File: src/rtl/pale_pkg.sv
// shared constants, codes and cell control types for the positional array list engine
package pale_pkg;

  // list storage geometry
  localparam int DEPTH = 16;
  localparam int IDX_W = $clog2(DEPTH);
  localparam int CNT_W = $clog2(DEPTH + 1);

  // item field widths
  localparam int OP_W   = 3;
  localparam int POS_W  = 5;
  localparam int DATA_W = 32;
  localparam int ST_W   = 2;
  localparam int FIDX_W = 4;
  localparam int FCNT_W = 5;

  // operation codes
  localparam logic [OP_W-1:0] OP_INSERT = 3'd0;
  localparam logic [OP_W-1:0] OP_REMOVE = 3'd1;
  localparam logic [OP_W-1:0] OP_READ   = 3'd2;
  localparam logic [OP_W-1:0] OP_FIND   = 3'd3;
  localparam logic [OP_W-1:0] OP_CLEAR  = 3'd4;

  // status codes
  localparam logic [ST_W-1:0] ST_DONE   = 2'd0;
  localparam logic [ST_W-1:0] ST_REJECT = 2'd1;
  localparam logic [ST_W-1:0] ST_MISS   = 2'd2;

  // cell data source select
  typedef enum logic [1:0] {
    SEL_KEEP,
    SEL_LEFT,
    SEL_RIGHT,
    SEL_LOAD
  } cell_sel_t;

  // per-cell control: enable and data source select
  typedef struct packed {
    logic      en;
    cell_sel_t sel;
  } cell_ctl_t;

endpackage

File: src/rtl/pale_if.sv
// request and response channel interfaces of the positional array list engine
interface pale_req_if
  import pale_pkg::*;
();
  logic                     valid;
  logic                     ready;
  logic [OP_W-1:0]          operation;
  logic [POS_W-1:0]         position;
  logic signed [DATA_W-1:0] value;

  modport source (output valid, operation, position, value, input ready);
  modport sink (input valid, operation, position, value, output ready);
endinterface

interface pale_rsp_if
  import pale_pkg::*;
();
  logic                     valid;
  logic                     ready;
  logic [ST_W-1:0]          status;
  logic signed [DATA_W-1:0] read_value;
  logic [FIDX_W-1:0]        found_index;
  logic [FCNT_W-1:0]        entry_count;

  modport source (output valid, status, read_value, found_index, entry_count, input ready);
  modport sink (input valid, status, read_value, found_index, entry_count, output ready);
endinterface

File: src/rtl/pale_cell.sv
// one list cell: holds an entry, shifts with its neighbors and compares against a key
module pale_cell
  import pale_pkg::*;
(
  input  logic              clk,
  input  cell_ctl_t         ctl,
  input  logic [DATA_W-1:0] left_data,
  input  logic [DATA_W-1:0] right_data,
  input  logic [DATA_W-1:0] key,
  output logic [DATA_W-1:0] data,
  output logic              match
);

  logic [DATA_W-1:0] data_next;

  // pick the source for the stored entry
  always_comb begin
    case (ctl.sel)
      SEL_LEFT:  data_next = left_data;
      SEL_RIGHT: data_next = right_data;
      SEL_LOAD:  data_next = key;
      default:   data_next = data;
    endcase
  end

  // entry and compare flag update on a transfer
  always_ff @(posedge clk) begin
    if (ctl.en) begin
      data  <= data_next;
      match <= (data == key);
    end
  end

endmodule

File: src/rtl/positional_array_list_engine.sv
// top level: cell chain, list count, result stage and response register
//
// Ordered list of up to DEPTH signed 32-bit entries held in a chain of cells.
// Requests arrive on req (operation, position, value) and responses leave on
// rsp (status, read_value, found_index, entry_count), both valid/ready; a
// transfer happens when valid and ready are high at a rising clock edge.
// Every request gives exactly one response.
// At the request transfer all cells shift or load together (insert moves
// entries up, remove moves them down) and every cell compares its entry with
// the request value. The result stage then resolves the lowest matching cell
// and writes the response register once that register is free. A new request
// is taken once the previous one has reached the response register.
// If the receiver stalls, the response register holds its item; one more
// request can be taken and waits in the result stage, after which req.ready
// stays low until the response register drains.
// Synchronous reset empties the list (count zero) and drops any pending
// result; the cell contents are left as they are and are never read before
// being written.
module positional_array_list_engine
  import pale_pkg::*;
(
  input  logic       clk,
  input  logic       rst,
  pale_req_if.sink   req,
  pale_rsp_if.source rsp
);

  logic [CNT_W-1:0]  count;
  logic [CNT_W-1:0]  count_next;
  logic              req_xfer;
  logic [POS_W-1:0]  pos;
  logic [CNT_W+POS_W-1:0] pos_cmp;
  logic              ins_ok;
  logic              pos_ok;
  logic [ST_W-1:0]   status_next;
  logic [DATA_W-1:0] read_next;

  logic [DATA_W-1:0] cell_data  [DEPTH];
  logic              cell_match [DEPTH];
  cell_ctl_t         cell_ctl   [DEPTH];
  logic [DEPTH-1:0]  hit;

  // result stage
  logic              pending;
  logic [OP_W-1:0]   s_op;
  logic [ST_W-1:0]   s_status;
  logic [DATA_W-1:0] s_read;
  logic [CNT_W-1:0]  s_count;
  logic [CNT_W-1:0]  s_range;

  // response register
  logic              rsp_valid;
  logic [ST_W-1:0]   rsp_status;
  logic [DATA_W-1:0] rsp_read;
  logic [FIDX_W-1:0] rsp_index;
  logic [FCNT_W-1:0] rsp_count;
  logic              rsp_load;
  logic              any_hit;
  logic [FIDX_W-1:0] hit_index;

  assign req.ready = !pending;
  assign req_xfer  = req.valid && req.ready;
  assign pos       = req.position;

  // position checks against the current count
  assign pos_cmp = {{POS_W{1'b0}}, count};
  assign ins_ok  = (count < CNT_W'(DEPTH)) && ({{CNT_W{1'b0}}, pos} <= pos_cmp);
  assign pos_ok  = {{CNT_W{1'b0}}, pos} < pos_cmp;

  // status, read data and new count for the request
  always_comb begin
    status_next = ST_DONE;
    read_next   = '0;
    count_next  = count;
    unique case (req.operation)
      OP_INSERT: begin
        if (ins_ok) count_next = count + CNT_W'(1);
        else        status_next = ST_REJECT;
      end
      OP_REMOVE: begin
        if (pos_ok) count_next = count - CNT_W'(1);
        else        status_next = ST_REJECT;
      end
      OP_READ: begin
        if (pos_ok) read_next = cell_data[pos[IDX_W-1:0]];
        else        status_next = ST_REJECT;
      end
      OP_FIND:  status_next = ST_MISS;
      OP_CLEAR: count_next = '0;
      default:  status_next = ST_REJECT;
    endcase
  end

  // cell chain with per-cell shift control
  for (genvar i = 0; i < DEPTH; i++) begin : g_cell
    localparam logic [POS_W-1:0] CELL_POS = POS_W'(i);
    logic [DATA_W-1:0] left_data;
    logic [DATA_W-1:0] right_data;

    if (i == 0) begin : g_first
      assign left_data = cell_data[i];
    end else begin : g_mid
      assign left_data = cell_data[i-1];
    end
    if (i == DEPTH - 1) begin : g_last
      assign right_data = cell_data[i];
    end else begin : g_inner
      assign right_data = cell_data[i+1];
    end

    always_comb begin
      cell_ctl[i].en  = req_xfer;
      cell_ctl[i].sel = SEL_KEEP;
      if (req.operation == OP_INSERT && ins_ok) begin
        if (CELL_POS > pos)       cell_ctl[i].sel = SEL_LEFT;
        else if (CELL_POS == pos) cell_ctl[i].sel = SEL_LOAD;
      end else if (req.operation == OP_REMOVE && pos_ok) begin
        if (CELL_POS >= pos) cell_ctl[i].sel = SEL_RIGHT;
      end
    end

    pale_cell u_cell (
      .clk        (clk),
      .ctl        (cell_ctl[i]),
      .left_data  (left_data),
      .right_data (right_data),
      .key        (req.value),
      .data       (cell_data[i]),
      .match      (cell_match[i])
    );

    // only cells below the count at the time of the find take part
    assign hit[i] = cell_match[i] && (CNT_W'(i) < s_range);
  end

  // lowest matching cell
  always_comb begin
    any_hit   = |hit;
    hit_index = '0;
    for (int k = DEPTH - 1; k >= 0; k--) begin
      if (hit[k]) hit_index = FIDX_W'(k);
    end
  end

  // list count
  always_ff @(posedge clk) begin
    if (rst) begin
      count <= '0;
    end else if (req_xfer) begin
      count <= count_next;
    end
  end

  // result stage capture
  always_ff @(posedge clk) begin
    if (req_xfer) begin
      s_op     <= req.operation;
      s_status <= status_next;
      s_read   <= read_next;
      s_count  <= count_next;
      s_range  <= count;
    end
  end

  assign rsp_load = pending && (!rsp_valid || rsp.ready);

  always_ff @(posedge clk) begin
    if (rst) begin
      pending <= 1'b0;
    end else if (req_xfer) begin
      pending <= 1'b1;
    end else if (rsp_load) begin
      pending <= 1'b0;
    end
  end

  // response register
  always_ff @(posedge clk) begin
    if (rst) begin
      rsp_valid <= 1'b0;
    end else if (rsp_load) begin
      rsp_valid <= 1'b1;
    end else if (rsp.ready) begin
      rsp_valid <= 1'b0;
    end
  end

  always_ff @(posedge clk) begin
    if (rsp_load) begin
      rsp_read  <= s_read;
      rsp_count <= FCNT_W'(s_count);
      if (s_op == OP_FIND && any_hit) begin
        rsp_status <= ST_DONE;
        rsp_index  <= hit_index;
      end else begin
        rsp_status <= s_status;
        rsp_index  <= '0;
      end
    end
  end

  assign rsp.valid       = rsp_valid;
  assign rsp.status      = rsp_status;
  assign rsp.read_value  = rsp_read;
  assign rsp.found_index = rsp_index;
  assign rsp.entry_count = rsp_count;

  // count never passes the list depth
  assert property (@(posedge clk) disable iff (rst) count <= CNT_W'(DEPTH))
    else $error("list count above depth");

  // a request transfer always leaves a pending result
  assert property (@(posedge clk) disable iff (rst) req_xfer |=> pending)
    else $error("request transfer lost");

  // a pending result moves to a free response register in the next cycle
  assert property (@(posedge clk) disable iff (rst)
    (pending && !rsp_valid) |=> (!pending && rsp_valid))
    else $error("pending result not forwarded");

  // a find reports done only when a hit was seen
  assert property (@(posedge clk) disable iff (rst)
    (rsp_load && s_op == OP_FIND && !any_hit) |=> (rsp_status == ST_MISS))
    else $error("find without hit not reported as miss");

endmodule

File: src/flat_wrapper.sv
// flat-port wrapper written by rule: the top's interface ports become plain ports
module positional_array_list_engine_flat import pale_pkg::*;
  (clk, rst, req_valid, req_operation, req_position, req_value, req_ready, rsp_valid, rsp_status, rsp_read_value, rsp_found_index, rsp_entry_count, rsp_ready);
  pale_req_if req_i ();
  pale_rsp_if rsp_i ();
  input  logic clk;
  input  logic rst;
  input wire logic [$bits(req_i.valid)-1:0] req_valid;
  input wire logic [$bits(req_i.operation)-1:0] req_operation;
  input wire logic [$bits(req_i.position)-1:0] req_position;
  input wire logic [$bits(req_i.value)-1:0] req_value;
  output wire logic [$bits(req_i.ready)-1:0] req_ready;
  output wire logic [$bits(rsp_i.valid)-1:0] rsp_valid;
  output wire logic [$bits(rsp_i.status)-1:0] rsp_status;
  output wire logic [$bits(rsp_i.read_value)-1:0] rsp_read_value;
  output wire logic [$bits(rsp_i.found_index)-1:0] rsp_found_index;
  output wire logic [$bits(rsp_i.entry_count)-1:0] rsp_entry_count;
  input wire logic [$bits(rsp_i.ready)-1:0] rsp_ready;
  assign req_i.valid = req_valid;
  assign req_i.operation = req_operation;
  assign req_i.position = req_position;
  assign req_i.value = req_value;
  assign req_ready = req_i.ready;
  assign rsp_valid = rsp_i.valid;
  assign rsp_status = rsp_i.status;
  assign rsp_read_value = rsp_i.read_value;
  assign rsp_found_index = rsp_i.found_index;
  assign rsp_entry_count = rsp_i.entry_count;
  assign rsp_i.ready = rsp_ready;
  positional_array_list_engine u_core (.clk(clk), .rst(rst), .req(req_i), .rsp(rsp_i));
endmodule
File: config.mk
export PLATFORM = sky130hd
export DESIGN_NAME = positional_array_list_engine_flat
export DESIGN_NICKNAME = d
export VERILOG_FILES = /design/src/rtl/pale_pkg.sv /design/src/rtl/pale_if.sv /design/src/rtl/pale_cell.sv /design/src/rtl/positional_array_list_engine.sv /design/src/flat_wrapper.sv
export SDC_FILE = /design/constraint.sdc
export NUM_CORES = 2
export LEC_CHECK = 0
export BUFFER_PORTS_ARGS = -buffer_cell sky130_fd_sc_hd__clkbuf_2
export CORE_AREA = 5 5 300 302
export CTS_BUF_LIST = sky130_fd_sc_hd__clkbuf_8
export DETAILED_ROUTE_END_ITERATION = 12
export DIE_AREA = 0 0 305 307
export PLACE_DENSITY = 0.59
export SETUP_SLACK_MARGIN = 0.02
export SLEW_MARGIN = 20
export SYNTH_ARGS = -nofsm -noshare
export SYNTH_HDL_FRONTEND = slang
export SYNTH_SLANG_ARGS = --single-unit
File: constraint.sdc
create_clock -name clk -period 8.1 [get_ports clk]
set_input_delay 0 -clock clk [delete_from_list [all_inputs] [get_ports clk]]
set_output_delay 0 -clock clk [all_outputs]
set_load 0.01 [all_outputs]
=== After elaboration in Yosys (flattened, before gate mapping) ===
Index checks and enable logic that the tools add are counted.

* Flip-flop bits (word level): 625
* Bits of input ports: 44
* Output and inout port bits: 45
* Word-level logic and storage cells: 377

* Add/subtract/negate cells: 2
* Magnitude comparators: 52
* Equality and inequality tests: 82
* Multiplexer cells: 124
* Bitwise gates (word level): 2
* Reduce and logical (&&, ||, !) cells: 68

{| class="wikitable"
|+ Operator list
! cell !! count
|-
| 32-bit case mux with 3 select lines || 14
|-
| 32-bit equality test || 16
|-
| 2-bit 2-to-1 mux || 82
|-
| 32-bit binary-select mux with 4-bit select || 1
|-
| 32-bit case mux with 2 select lines || 2
|-
| 32-bit 2-to-1 mux || 2
|-
| 2-bit equality test (second input constant) || 31
|-
| 3-bit nonzero test || 14
|-
| 4-bit by 5-bit equality test with 1-bit output (first input constant) || 8
|-
| 4-bit by 5-bit >= comparator with 1-bit output (first input constant) || 8
|-
| 4-bit by 5-bit > comparator with 1-bit output (first input constant) || 8
|-
| 4-bit by 5-bit < comparator with 1-bit output (first input constant) || 8
|-
| 2-bit AND reduction || 17
|-
| 4-bit 2-to-1 mux || 8
|-
| 2-bit by 1-bit equality test with 1-bit output (second input constant) || 15
|-
| 1-bit logical AND || 22
|-
| 3-bit by 5-bit equality test with 1-bit output (first input constant) || 4
|-
| 3-bit by 5-bit >= comparator with 1-bit output (first input constant) || 4
|-
| 3-bit by 5-bit > comparator with 1-bit output (first input constant) || 4
|-
| 3-bit by 5-bit < comparator with 1-bit output (first input constant) || 4
|-
| 16-bit OR reduction || 1
|-
| 5-bit case mux with 3 select lines || 1
|-
| 3-bit 2-to-1 mux || 4
|-
| 2-bit by 5-bit equality test with 1-bit output (first input constant) || 2
|-
| 30 further kinds || 50
|}

=== Depth between registers and ports, before layout ===
* Word-level depth: 17
* Gate-level depth with buffers: 15
* Mapped depth without buffers: 8

=== Hierarchy ===
From an unflattened synthesis, not the netlist that was laid out.

* Cells, all modules: 3531
* Area total of the unflattened synthesis: 40696.5 sq um

{| class="wikitable"
|+ Modules (own cells, without submodules)
! module !! times used !! cells an instance !! area an instance (sq um) !! seq. area each (sq um)
|-
| pale_cell || 16 || 184 || 2018.2 || 991.0
|-
| positional_array_list_engine || 1 || 587 || 8405.6 || 2842.7
|}

=== Worst setup path after synthesis ===
No wires, ideal clock.

* Path kind: input -> register
* From: input port req_position[0]
* To: register u_core.g_cell[15].u_cell.data[0], enable pin
* Library setup time: 0.501 ns
* Arrival: 5.196 ns
* Data required time: 7.599 ns
* Setup slack: 2.403 ns
* Stages: 11
* Buffers on the path: 5
* Cells stage by stage: buf_2 -> inv_2 -> clkbuf_1 -> clkbuf_1 -> ha_1 -> nor2b_1 -> o31a_1 -> o32a_1 -> buf_2 -> buf_6 -> nor4_1

* Longest elaborated chain between the ends: 7
* Elaborated cells on any way between the ends: 17
* Those cells by class: order compare: 4; eq/ne: 3; mux: 5; reduce/logical: 5

{| class="wikitable"
|+ RTL lines
! item !! RTL line !! text
|-
| from (decl) || flat_wrapper.sv:10 || <nowiki>input wire logic [$bits(req_i.position)-1:0] req_position;</nowiki>
|-
| 4-bit by 5-bit >= comparator with 1-bit output, or another cell as far along || positional_array_list_engine.sv:118 || <nowiki>if (CELL_POS >= pos) cell_ctl[i].sel = SEL_RIGHT;</nowiki>
|-
| 2-bit 2-to-1 mux, or another cell as far along || positional_array_list_engine.sv:118 ||
|-
| 2-bit 2-to-1 mux, or another cell as far along || positional_array_list_engine.sv:117 || <nowiki>end else if (req.operation == OP_REMOVE && pos_ok) begin</nowiki>
|-
| 2-bit 2-to-1 mux (*) || positional_array_list_engine.sv:114 || <nowiki>if (req.operation == OP_INSERT && ins_ok) begin</nowiki>
|-
| 2-bit equality test or 2-bit by 1-bit equality test with 1-bit output (tied branches) || pale_cell.sv:18 || <nowiki>case (ctl.sel)</nowiki>
|-
| 2-bit nonzero test (no source line) (*) || -- ||
|-
| 2-bit AND reduction (no source line) (*) || -- ||
|-
| to (signal assigned) || pale_cell.sv:29 || <nowiki>data <= data_next;</nowiki>
|-
| to (decl) || pale_cell.sv:10 || <nowiki>output logic [DATA_W-1:0] data,</nowiki>
|}

Every way passes the cells marked *; elsewhere a longest branch is shown, timed or not.
A chain may end at the register's enable or synchronous reset.

=== Worst setup path after layout ===
* From: register u_core.count[1]
* To: register u_core.g_cell[14].u_cell.data[23] (data pin)

* Longest elaborated chain between the ends: 6
* Elaborated cells on any way between the ends: 12
* Those cells by class: order compare: 3; eq/ne: 3; mux: 3; reduce/logical: 3

{| class="wikitable"
|+ RTL lines
! item !! RTL line !! text
|-
| from (decl) || positional_array_list_engine.sv:28 || <nowiki>logic [CNT_W-1:0] count;</nowiki>
|-
| from (signal assigned) || positional_array_list_engine.sv:150 || <nowiki>count <= count_next;</nowiki>
|-
| 5-bit < comparator, or another cell as far along || positional_array_list_engine.sv:68 || <nowiki>assign pos_ok = {{CNT_W{1'b0}}, pos} < pos_cmp;</nowiki>
|-
| 1-bit logical AND (on tied branches) || positional_array_list_engine.sv:117, positional_array_list_engine.sv:67 ||
|-
| 2-bit 2-to-1 mux or 1-bit logical AND (tied branches) || positional_array_list_engine.sv:117, positional_array_list_engine.sv:114 ||
|-
| 2-bit 2-to-1 mux (*) || positional_array_list_engine.sv:114 ||
|-
| 2-bit equality test or 2-bit by 1-bit equality test with 1-bit output (tied branches) || pale_cell.sv:18 ||
|-
| 32-bit case mux with 3 select lines (*) || pale_cell.sv:18 ||
|-
| named net u_core.g_cell[14].u_cell.data_next[23] || pale_cell.sv:14 || <nowiki>logic [DATA_W-1:0] data_next;</nowiki>
|-
| to (signal assigned) || pale_cell.sv:29 ||
|-
| to (decl) || pale_cell.sv:10 ||
|}

Mark *: on every way through the listed nets, which the timed path passes. The rest lies on a longest branch.

==> results.txt <==
initial antenna violation count - 14
cells after synthesis - 3,530
Power Total - 7.51 mW
combinational share of power - 11.1%
sequential power share - 48.4%
Die Area - 93,600 sq um
CTS max path bufs - 3
Syn Nets - 3,581
maxcap violations - 1
via total after detailed routing - 33.6k
fillers - 7,892
reg2reg start - u_core.count[1]$_SDFFE_PP0P_
R2R depth - 11
grt total ovfl - 0
Leakage Power - 16.9 nW
Post-Route WL - 184 mm
Peak Freq - 219 MHz
CTS tree - done
clk root buf - clkbuf_8
Yosys reg bits - 625
clock power share - 40.5%
GRT Overall Usage - 37.6%
fin nets - 3,542
CP arrival - 5080 ps
Clock Skew - 50.0 ps
Hold WC Path Type - input pin to flop
H-tree levels - 3
FP Rows - 109
Worst Path Max Fanout - 32
WHS Path Cells - 3
Worst Hold Endpoint - u_core.g_cell[15].u_cell.data[26]$_DFFE_PP_
number of port buffers - 88
vias in the first global route - 31.5k
drt wl/cell - 38.6 microns
Die Y-Extent - 307 microns
placed insts - 4,523
failing checks - capacitance limit, slew limit
Least-Margin Pin Slew - 1540 ps
outcome - finished with violations
Slew Limit Fails - 4
crit path kind - flop to flop
GP Congestion - 0.990
CTS Buf Count - 114
Post-DRT Antenna Nets - 0
Min Clock Period, post-route - 4560 ps
Clock Pin Slew Worst Setup and Hold Paths - 60 ps
largest net degree at the start of global routing - 69
CTS Hold Bufs - 16
sw frac - 28.5%
DR iter-0 viols - 5,679
Avg Inst Size Synth - 11.3 sq um
worst vdd ir - 0.113 mV
register area share after synthesis - 47.1%
area grow syn2layout - 10.2%
TritonRoute pass-1 iters - 8
Int Power - 5.37 mW
Top FF cell, synth - edfxtp_1
HPWL Detailed - 125 mm
r2r setup slk - 3540 ps
CP Data Required Time - 8620 ps
relative slew slack - -3.29%
Multi-input gate area - 19,800 sq um
final hold viol count - 0
Switch Pwr - 2.14 mW
min-delay src - req_value[26]
final worst path period share - 56.3%
Reg area - 18,700 sq um
DR DRC count - 0
Clock Latency Late Sink - 790 ps
drt via density - 7.05
Synth Warn # - 0
Reg-to-Reg End - u_core.g_cell[14].u_cell.data[23]$_DFFE_PP_
Die X-Extent - 305 microns
startpoint types - flop
Initial Util - 45.4%
Worst Setup End Kind - flop
Post-CTS Resized - 0
first-pass GRT wire length - 255 mm
EDFF count, synth - 618
fin cells - 4,760
P per Cell Area - 171 nW/um^2
share of layout cells above drive strength 1 - 15.8%
Setup Fix Bufs, Post-CTS - 0
RSZ-0062 raised after global routing - false
Final Setup Violations - 0
worst hold slack - 55.5 ps
clock sink count - 625
synth unique cells - 73
Post-synth ARST share - 0%
TNS Setup - 0 ps
mapped cell area - 39,700 sq um
core box area - 87,400 sq um
I/O Pins - 89
## metrics by stage
step / util, % / instance area, sq um / setup slack (ps)
floorplan: - / 39700 / 2400
global placement: 47.2 / 41300 / 3410
detailed placement: 47.3 / 41400 / 3630
CTS: 50.0 / 43700 / 3620
global route: 50.1 / 43800 / 3470
finish: 50.1 / 43800 / 3540
## power by group through the flow
stage / clock (mW) / combinational (mW) / sequential (mW)
floorplan: 0 / 0.475 / 3.68
global placement: 0 / 0.787 / 3.70
detailed placement: 0 / 0.790 / 3.70
CTS: 3.07 / 0.800 / 3.63
global route: 3.21 / 0.853 / 3.63
finish: 3.04 / 0.833 / 3.63
## registers in the layout (all words and copies together), names as in the netlist
name,flops
u_core.s_count,5
u_core.g_cell.u_cell.match,16
u_core.rsp.entry_count,5
u_core.s_status,2
u_core.g_cell.u_cell.data,512
u_core.rsp.found_index,4
u_core.pending,1
u_core.rsp.valid,1
u_core.count,5
u_core.s_range,5
u_core.s_read,32
u_core.rsp.status,2
u_core.rsp.read_value,32
u_core.s_op,3
## how the worst max path moves through the flow
stage / start / endpoint / slack (ps) / cells after the start
3_5_place_dp: req_position[3] / u_core.g_cell[14].u_cell.data[5]$_DFFE_PP_ / 3630 / 11
3_3_place_gp: req_position[3] / u_core.g_cell[11].u_cell.data[15]$_DFFE_PP_ / 3410 / 10
2_1_floorplan: req_position[0] / u_core.g_cell[15].u_cell.data[0]$_DFFE_PP_ / 2400 / 11
5_1_grt: u_core.count[1]$_SDFFE_PP0P_ / u_core.g_cell[14].u_cell.data[5]$_DFFE_PP_ / 3470 / 11
6_report: u_core.count[1]$_SDFFE_PP0P_ / u_core.g_cell[14].u_cell.data[23]$_DFFE_PP_ / 3540 / 11
4_1_cts: u_core.count[1]$_SDFFE_PP0P_ / u_core.g_cell[6].u_cell.data[8]$_DFFE_PP_ / 3620 / 10
## synth_stat cells, types with 37 or more instances
cell        n  area [sq um]
clkbuf_1  224           841
edfxtp_1  618         18600
nor2_1    110           413
a21oi_1   126           631
xor2_1    512          4480
o21ai_0    79           395
buf_2      96           480
mux2i_1    99           991
buf_1      47           176
nor4_1    132           826
a21o_1    288          2160
and3_1     37           231
a22oi_1   103           773
a22o_1    333          2920
mux2_2     89          1000
nand3_1    71           355
nand2_1   141           529
mux2_1     59           664
## area by class of cell
cell class / count / area share [%]
clock buffers: 117 / 3.68
inverters: 17 / 0.146
diodes: 7 / 0.0400
multi-input cells: 2512 / 45.2
clock inverters: 96 / 1.35
well taps: 1165 / 3.33
flip-flops and latches: 625 / 42.7
repair buffers: 221 / 3.56
## per-layer routing
layer | up-vias | wire length [microns] | share of wire [%] | global-route usage (%)
met5 | - | 238 | 0.13 | 1.52
met3 | 371 | 25600 | 14 | 12.7
met4 | 12 | 7460 | 4.1 | 12.6
li1 | 13500 | - | - | -
met2 | 2703 | 77400 | 42 | 55.2
met1 | 16900 | 72900 | 40 | 52.4
## logic make-up (layout without fill, tap and decap cells)
kind of cell | after synthesis | in the layout | synth area share, %
adders and majority gates | 7 | 7 | 0.220
and+or+nand+nor | 629 | 629 | 8.33
muxes | 271 | 271 | 8.05
buffers and inverters | 393 | 451 | 4.14
DFF | 625 | 625 | 47.1
AOI/OAI and AO/OA | 1092 | 1092 | 20.9
xor gates and xnor gates | 513 | 513 | 11.3
other | 0 | 7 | 0
## critical path, stage by stage (launching register included)
cell and delay, ps:
dfxtp_1 400, inv_1 150, ha_1 310, nor2b_1 150, o2111a_1 290, or4_1 740, buf_4 350, a211oi_4 890
buf_4 360, nor2_2 60, buf_4 290, a21o_1 250
## layout by cell type (no fill, tap or decap), types with 24 or more instances in the layout
| master | netlist | layout |
|---|---|---|
| a21oi_1 | 126 | 122 |
| mux2_2 | 89 | 89 |
| mux2i_1 | 99 | 99 |
| a22oi_1 | 103 | 103 |
| nor2_1 | 110 | 91 |
| o21ai_0 | 79 | 78 |
| mux4_2 | 24 | 24 |
| inv_1 | 16 | 38 |
| a221oi_1 | 34 | 34 |
| buf_4 | 5 | 116 |
| and3_1 | 37 | 36 |
| clkinv_1 | 0 | 34 |
| a221o_1 | 31 | 31 |
| a22o_1 | 333 | 333 |
| clkbuf_8 | 0 | 117 |
| nand3_1 | 71 | 70 |
| xor2_1 | 512 | 512 |
| mux2_1 | 59 | 59 |
| edfxtp_1 | 618 | 618 |
| a21o_1 | 288 | 288 |
| clkbuf_2 | 0 | 84 |
| nand2_1 | 141 | 140 |
| clkinv_2 | 0 | 27 |
| nor4_1 | 132 | 125 |
| nand4_1 | 35 | 35 |
Power figures use the tool's default switching activity.
